`config.mk`:
```
export PLATFORM = sky130hd
export DESIGN_NAME = kpc_cell
export DESIGN_NICKNAME = d
export VERILOG_FILES = /design/src/hw/rtl/kpc_pkg.sv /design/src/hw/rtl/kpc_div.sv /design/src/hw/rtl/kpc_cell.sv
export SDC_FILE = /design/constraint.sdc
export NUM_CORES = 1
export LEC_CHECK = 0
export BUFFER_PORTS_ARGS = -buffer_cell sky130_fd_sc_hd__buf_2
export CAP_MARGIN = 40
export CELL_PAD_IN_SITES_DETAIL_PLACEMENT = 1
export CELL_PAD_IN_SITES_GLOBAL_PLACEMENT = 2
export CORE_MARGIN = 3
export CORE_UTILIZATION = 43
export CTS_BUF_LIST = sky130_fd_sc_hd__clkbuf_4 sky130_fd_sc_hd__clkbuf_8
export CTS_CLUSTER_SIZE = 12
export DETAILED_ROUTE_END_ITERATION = 16
export PLACE_DENSITY_LB_ADDON = 0.25
export SETUP_SLACK_MARGIN = 0.02
export SLEW_MARGIN = 0
export SYNTH_ARGS = -nofsm -noshare
export SYNTH_HDL_FRONTEND = slang
export SYNTH_SLANG_ARGS = --single-unit
```
`constraint.sdc`:
```
create_clock -name clk -period 40.2 [get_ports clk]
set_clock_uncertainty 0.2 [all_clocks]
set_input_delay 8.04 -clock clk [delete_from_list [all_inputs] [get_ports clk]]
set_output_delay 8.04 -clock clk [all_outputs]
set_load 0.02 [all_outputs]
```
`src/hw/rtl/kpc_pkg.sv`:
```
// ----------------------------------------------------------------------------
// kpc_pkg: shared types and constants for the k-means pixel cluster pass
// Field structs, cell control and best-match records, FSM state codes.
// ----------------------------------------------------------------------------
`default_nettype none
package kpc_pkg;

	localparam int NCELL   = 8;
	localparam int IDX_W   = 3;
	localparam int K_W     = 4;
	localparam int NC_W    = 3;
	localparam int NCH     = 4;
	localparam int SUM_W   = 24;
	localparam int CNT_W   = 17;
	localparam int DIST_W  = 18;
	localparam int PIX_AW  = 16;
	localparam int POS_W   = PIX_AW + 1;
	localparam int MAX_PIXELS = 1 << PIX_AW;
	localparam int DVD_W   = SUM_W + 1;

	typedef enum logic [1:0] {
		KIND_LOAD  = 2'd0,
		KIND_PIXEL = 2'd1,
		KIND_END   = 2'd2,
		KIND_NONE  = 2'd3
	} kind_t;

	typedef enum logic [2:0] {
		S_IDLE,
		S_DIST,
		S_PXOUT,
		S_MGO,
		S_MWAIT,
		S_EMIT
	} state_t;

	typedef logic [NCH-1:0][7:0] chan_t;

	typedef struct packed {
		logic [1:0] kind;
		logic [2:0] centroid_slot;
		logic [7:0] chan_red;
		logic [7:0] chan_green;
		logic [7:0] chan_blue;
		logic [7:0] chan_alpha;
	} in_t;

	typedef struct packed {
		logic [2:0] out_cluster;
		logic [7:0] out_red;
		logic [7:0] out_green;
		logic [7:0] out_blue;
		logic [7:0] out_alpha;
		logic       converged;
		logic       overflow;
		logic       last;
	} out_t;

	typedef struct packed {
		logic             load;
		logic [IDX_W-1:0] slot;
		logic             acc;
		logic [IDX_W-1:0] sel;
		logic             clr;
		logic             mean_go;
		logic [K_W-1:0]   k;
		logic [NC_W-1:0]  nc;
	} cell_ctl_t;

	typedef struct packed {
		logic              vld;
		logic [DIST_W-1:0] sqd;
		logic [IDX_W-1:0]  idx;
	} best_t;

endpackage
`default_nettype wire

```
`src/hw/rtl/kpc_div.sv`:
```
// ----------------------------------------------------------------------------
// kpc_div: restoring divider
// One quotient bit per cycle; done pulses with the quotient ready.
// ----------------------------------------------------------------------------
`default_nettype none
module kpc_div (
	input  wire logic                      clk,
	input  wire logic                      arst_n,
	input  wire logic                      start,
	input  wire logic [kpc_pkg::DVD_W-1:0] dividend,
	input  wire logic [kpc_pkg::CNT_W-1:0] divisor,
	output logic [kpc_pkg::DVD_W-1:0]      quotient,
	output logic                           done
);
	import kpc_pkg::*;

	localparam int STEP_W = $clog2(DVD_W + 1);

	logic              busy_q;
	logic [STEP_W-1:0] step_q;
	logic [CNT_W-1:0]  rem_q;
	logic [DVD_W-1:0]  quo_q;
	logic [CNT_W:0]    trial;
	logic              ge;

	// shift in next dividend bit and try a subtract
	assign trial = {rem_q, quo_q[DVD_W-1]};
	assign ge    = trial >= {1'b0, divisor};
	assign quotient = quo_q;

	// control
	always_ff @(posedge clk or negedge arst_n) begin
		if (!arst_n) begin
			busy_q <= 1'b0;
			done   <= 1'b0;
			step_q <= '0;
		end else begin
			done <= 1'b0;
			if (start) begin
				busy_q <= 1'b1;
				step_q <= STEP_W'(DVD_W);
			end else if (busy_q) begin
				step_q <= step_q - 1'b1;
				if (step_q == STEP_W'(1)) begin
					busy_q <= 1'b0;
					done   <= 1'b1;
				end
			end
		end
	end

	// datapath
	always_ff @(posedge clk) begin
		if (start) begin
			rem_q <= '0;
			quo_q <= dividend;
		end else if (busy_q) begin
			rem_q <= ge ? CNT_W'(trial - {1'b0, divisor}) : trial[CNT_W-1:0];
			quo_q <= {quo_q[DVD_W-2:0], ge};
		end
	end

endmodule
`default_nettype wire

```
`src/hw/rtl/kpc_cell.sv`:
```
// ----------------------------------------------------------------------------
// kpc_cell: one cluster cell
// Holds a centroid, its channel sums and member count. Compares its distance
// to the best match handed in from the left neighbor and registers the winner.
// ----------------------------------------------------------------------------
`default_nettype none
module kpc_cell (
	input  wire logic                      clk,
	input  wire logic                      arst_n,
	input  wire logic [kpc_pkg::IDX_W-1:0] cell_idx,
	input  wire kpc_pkg::cell_ctl_t        ctl,
	input  wire kpc_pkg::chan_t            pix,
	input  wire kpc_pkg::best_t            best_in,
	output kpc_pkg::best_t                 best_out,
	output kpc_pkg::chan_t                 cent,
	output logic                           busy
);
	import kpc_pkg::*;

	chan_t                      cent_q;
	logic [NCH-1:0][SUM_W-1:0]  sum_q;
	logic [CNT_W-1:0]           cnt_q;
	best_t                      best_q;
	logic                       mbusy_q;
	logic [1:0]                 mch_q;
	logic                       dgo_q;
	logic                       part;
	logic [DIST_W-1:0]          sqd;
	logic [DVD_W-1:0]           dvd;
	logic [DVD_W-1:0]           quo;
	logic                       ddone;
	logic                       last_ch;

	assign part     = {1'b0, cell_idx} < ctl.k;
	assign best_out = best_q;
	assign cent     = cent_q;
	assign busy     = mbusy_q;

	// squared distance over channels in use
	always_comb begin
		logic [7:0]  ad;
		logic [15:0] sq;
		sqd = '0;
		for (int c = 0; c < NCH; c++) begin
			ad = (pix[c] > cent_q[c]) ? pix[c] - cent_q[c] : cent_q[c] - pix[c];
			sq = ad * ad;
			if (NC_W'(c) < ctl.nc)
				sqd = sqd + DIST_W'(sq);
		end
	end

	// best-match stage, ties keep the lower index from the left
	always_ff @(posedge clk or negedge arst_n) begin
		if (!arst_n) begin
			best_q <= '0;
		end else if (part && (!best_in.vld || sqd < best_in.sqd)) begin
			best_q <= '{vld: 1'b1, sqd: sqd, idx: cell_idx};
		end else begin
			best_q <= best_in;
		end
	end

	// mean update divider, channels one after another
	assign dvd     = {1'b0, sum_q[mch_q]} + DVD_W'(cnt_q >> 1);
	assign last_ch = ({1'b0, mch_q} + 3'd1) >= ctl.nc;

	kpc_div u_div (
		.clk      (clk),
		.arst_n   (arst_n),
		.start    (dgo_q),
		.dividend (dvd),
		.divisor  (cnt_q),
		.quotient (quo),
		.done     (ddone)
	);

	// mean sequencer
	always_ff @(posedge clk or negedge arst_n) begin
		if (!arst_n) begin
			mbusy_q <= 1'b0;
			mch_q   <= '0;
			dgo_q   <= 1'b0;
		end else begin
			dgo_q <= 1'b0;
			if (ctl.mean_go && part && cnt_q != '0) begin
				mbusy_q <= 1'b1;
				mch_q   <= '0;
				dgo_q   <= 1'b1;
			end else if (ddone) begin
				if (last_ch) begin
					mbusy_q <= 1'b0;
				end else begin
					mch_q <= mch_q + 1'b1;
					dgo_q <= 1'b1;
				end
			end
		end
	end

	// centroid, sums and count
	always_ff @(posedge clk or negedge arst_n) begin
		if (!arst_n) begin
			cent_q <= '0;
			sum_q  <= '0;
			cnt_q  <= '0;
		end else begin
			if (ctl.load && ctl.slot == cell_idx)
				cent_q <= pix;
			if (ddone)
				cent_q[mch_q] <= (quo > DVD_W'(255)) ? 8'hFF : quo[7:0];
			if (ctl.clr) begin
				sum_q <= '0;
				cnt_q <= '0;
			end else if (ctl.acc && ctl.sel == cell_idx) begin
				for (int c = 0; c < NCH; c++) begin
					if (NC_W'(c) < ctl.nc) begin
						if (({1'b0, sum_q[c]} + (SUM_W+1)'(pix[c])) > (SUM_W+1)'({SUM_W{1'b1}}))
							sum_q[c] <= {SUM_W{1'b1}};
						else
							sum_q[c] <= sum_q[c] + SUM_W'(pix[c]);
					end
				end
				if (cnt_q != {CNT_W{1'b1}})
					cnt_q <= cnt_q + 1'b1;
			end
		end
	end

endmodule
`default_nettype wire

```
==> impl_metrics.ini <==
[status]
status = completed

[finish]
areaGrowthSynthToFinish_pct = 10.61
multi_input_area_um2 = 18150
layout_commonest_cell = inv_1
fill_cells = 6982
nets = 3685
final_cell_mix = inv_1, ha_1, nand2_1
drive_gt1_share_pct = 11.30
register_area_um2 = 5547
final_area_um2 = 28380

[setup_path]
rrSetupSlack_ns = 21.40
worstSetupEndpointType = flop
path_common_cell = fa_1
crit_fanout = 19
arrival_ns = 26.29
cpPeakStageDelay_ns = 0.64
start_kind = input port
required_ns = 40.49
r2r-start = cent[0]
path_class = in -> reg
reg2reg_to = best_out[7]
critPathSlowestCell = a311oi_4
r2r_cells = 67

[detailed_routing]
drt-total-wl_mm = 83.60
routedWlPerCell_um = 21.14
route.vias.total = 22680
postRouteAntennaNets = 0
first_pass_iters = 5
viasPerCell = 5.736
drc_errors = 0
drtIter0Drc = 1201

[global_routing]
grt_overflow = 0
grt_pass1_vias = 23950
grtUsageMet2_pct = 41.41
grt_use_total_pct = 26.52
grt_pass1_wl_mm = 133.0
grt_start_max_net_pins = 61
grt-busiest-layer = met2
grt_antenna_before_repair = 4
met3_usage_pct = 4.195
grtUsageMet1_pct = 38.65

[clock_tree]
clkLatencyLatePin_ns = 0.61
ctsLongestPathBuffers = 3
numCtsBuffers = 45
htreeDepth = 2
cts_sinks = 220
cts.repair.resized = 0
post_cts_buffers = 0
cts_hold_buf = 0
clkTransAtPathRegs_ns = 0.06
cts_tree = built
root_buffer = clkbuf_8

[floorplan]
initial_core_util_pct = 43.96
fp.coreArea_um2 = 58360
die_h_um = 250.3
die_w_um = 250.3
dieArea_um2 = 62630
ioPinCount = 131
rows = 88

[sta]
min_period_ns = 26.00
rsz0062_at_grt = false
fmaxAchievable_mhz = 38.46
setup_viol = 0
drv_slew = 0
whs_ns = 0.3061
finalSetupTns_ns = 0
finalHoldViolations = 0
worstMarginPinSlew_ns = 0.9302
max_slew_margin_pct = 37.41
period_share_pct = 64.67

[synthesis]
synth_edf_count = 25
syn_inst = 3015
synth.top_cell.area_share_pct = 17.36
syn_nets = 3550
ys_ff_latch = 220
avgSynthCellArea_um2 = 8.509
ys_async_sr_fraction_pct = 80.91
synthTopCellsByArea = dfrtp_1, ha_1, fa_1
synth_cell_type_count = 80
synthesis.area_um2 = 25650
yosys_warnings = 0
ys.flop_type = dfrtp_1
yosys.area.top_type = dfrtp_1
ys_seq_area_share_pct = 21.62

[place]
dpl_cell_area_um2 = 27380
routabilityCongestion = 0.8830
dp_hpwl_mm = 68.74
io_buffer_count = 130

[min_path]
hp-start = u_div.rem_q[10]
hp-class = reg -> reg
min_path_cells = 2
hold_end = u_div.rem_q[10]

[run]
max_cap_violations = 0
-- metrics by stage --
| stage | util (%) | instances | setup WS [ns] |
|---|---|---|---|
| global placement | 46.40 | 3842 | 13.69 |
| floorplan | - | 3015 | 15.61 |
| detailed placement | 46.93 | 3868 | 13.58 |
| CTS | 48.61 | 3951 | 14.19 |
| global route | 48.62 | 3952 | 13.06 |
| finish | 48.63 | 3954 | 14.20 |
-- routing by layer --
metal	wire length, um	up-vias
met5	13	-
met4	1532	2
met3	5309	98
met2	36730	543
met1	40020	11420
li1	-	10620
-- worst max path at each step --
stage / startpoint / endpoint / slack (ns)
final: pix[0] / best_out[7] / 14.20
after global routing: pix[0] / best_out[7] / 13.06
after CTS: pix[0] / best_out[7] / 14.19
after detailed placement: pix[0] / best_out[1] / 13.58
after global placement: pix[0] / best_out[16] / 13.69
after floorplan: pix[0] / best_out[10] / 15.61
-- cells by family after synthesis --
family	synth area share [%]
AND/OR/NAND/NOR	14.71
AO/OA/AOI/OAI	17.37
buffers and inverters	7.643
adder cells (fa/ha/maj)	26.95
flip-flops	21.62
XOR/XNOR	5.843
multiplexers	5.858
-- area by class of cell --
type	instances	share of cell area [%]
Clock inverter	16	0.4850
Timing Repair Buffer	177	3.955
Sequential cell	220	19.55
Antenna cell	3	0.02646
Multi-Input combinational cell	2277	63.95
Tap cell	765	3.373
Clock buffer	67	2.985
Inverter	429	5.675
-- synthesized netlist by cell type, types with 6 or more instances --
master,n
edfxtp_1,25
a22o_1,11
a21boi_0,6
xor2_1,58
or2_2,13
mux2_2,48
a21o_1,61
a31oi_1,30
o21ai_0,228
xnor2_1,105
o22a_1,6
mux4_2,24
and3_1,24
dfxtp_1,17
nor4_1,11
a211oi_1,33
o211ai_1,17
o311ai_0,10
clkbuf_1,76
or3_1,8
nor3_1,45
fa_1,156
o21a_1,25
inv_1,427
buf_2,7
a41oi_1,8
a2111oi_0,6
nand2_1,282
o31ai_1,15
dfrtp_1,178
nor2b_1,17
and2_1,19
nand3_1,54
nand2b_1,35
nand4_1,41
ha_1,303
o21ai_1,6
o21bai_1,27
mux2i_1,41
o22ai_1,7
nor2_1,265
a21oi_1,144
-- worst max-delay path: cells and delay by family --
family | cells | cell delay (ns)
adder cells (fa/ha/maj) | 22 | 9.81
AO/OA/AOI/OAI | 18 | 4.86
buffers and inverters | 16 | 1.14
XOR/XNOR | 6 | 1.11
multiplexers | 2 | 0.71
AND/OR/NAND/NOR | 5 | 0.63
-- registers in the layout (all words and copies together), names as in the netlist --
name,flops
u_div.done,1
sum_q,96
best_out,22
u_div.rem_q,17
mch_q,2
u_div.quotient,25
u_div.busy_q,1
busy,1
cent,32
cnt_q,17
u_div.step_q,5
dgo_q,1
Power is left out: the tool's default activity adds up to more than one toggle a clock period on the data nets, which glitch-free logic cannot reach.
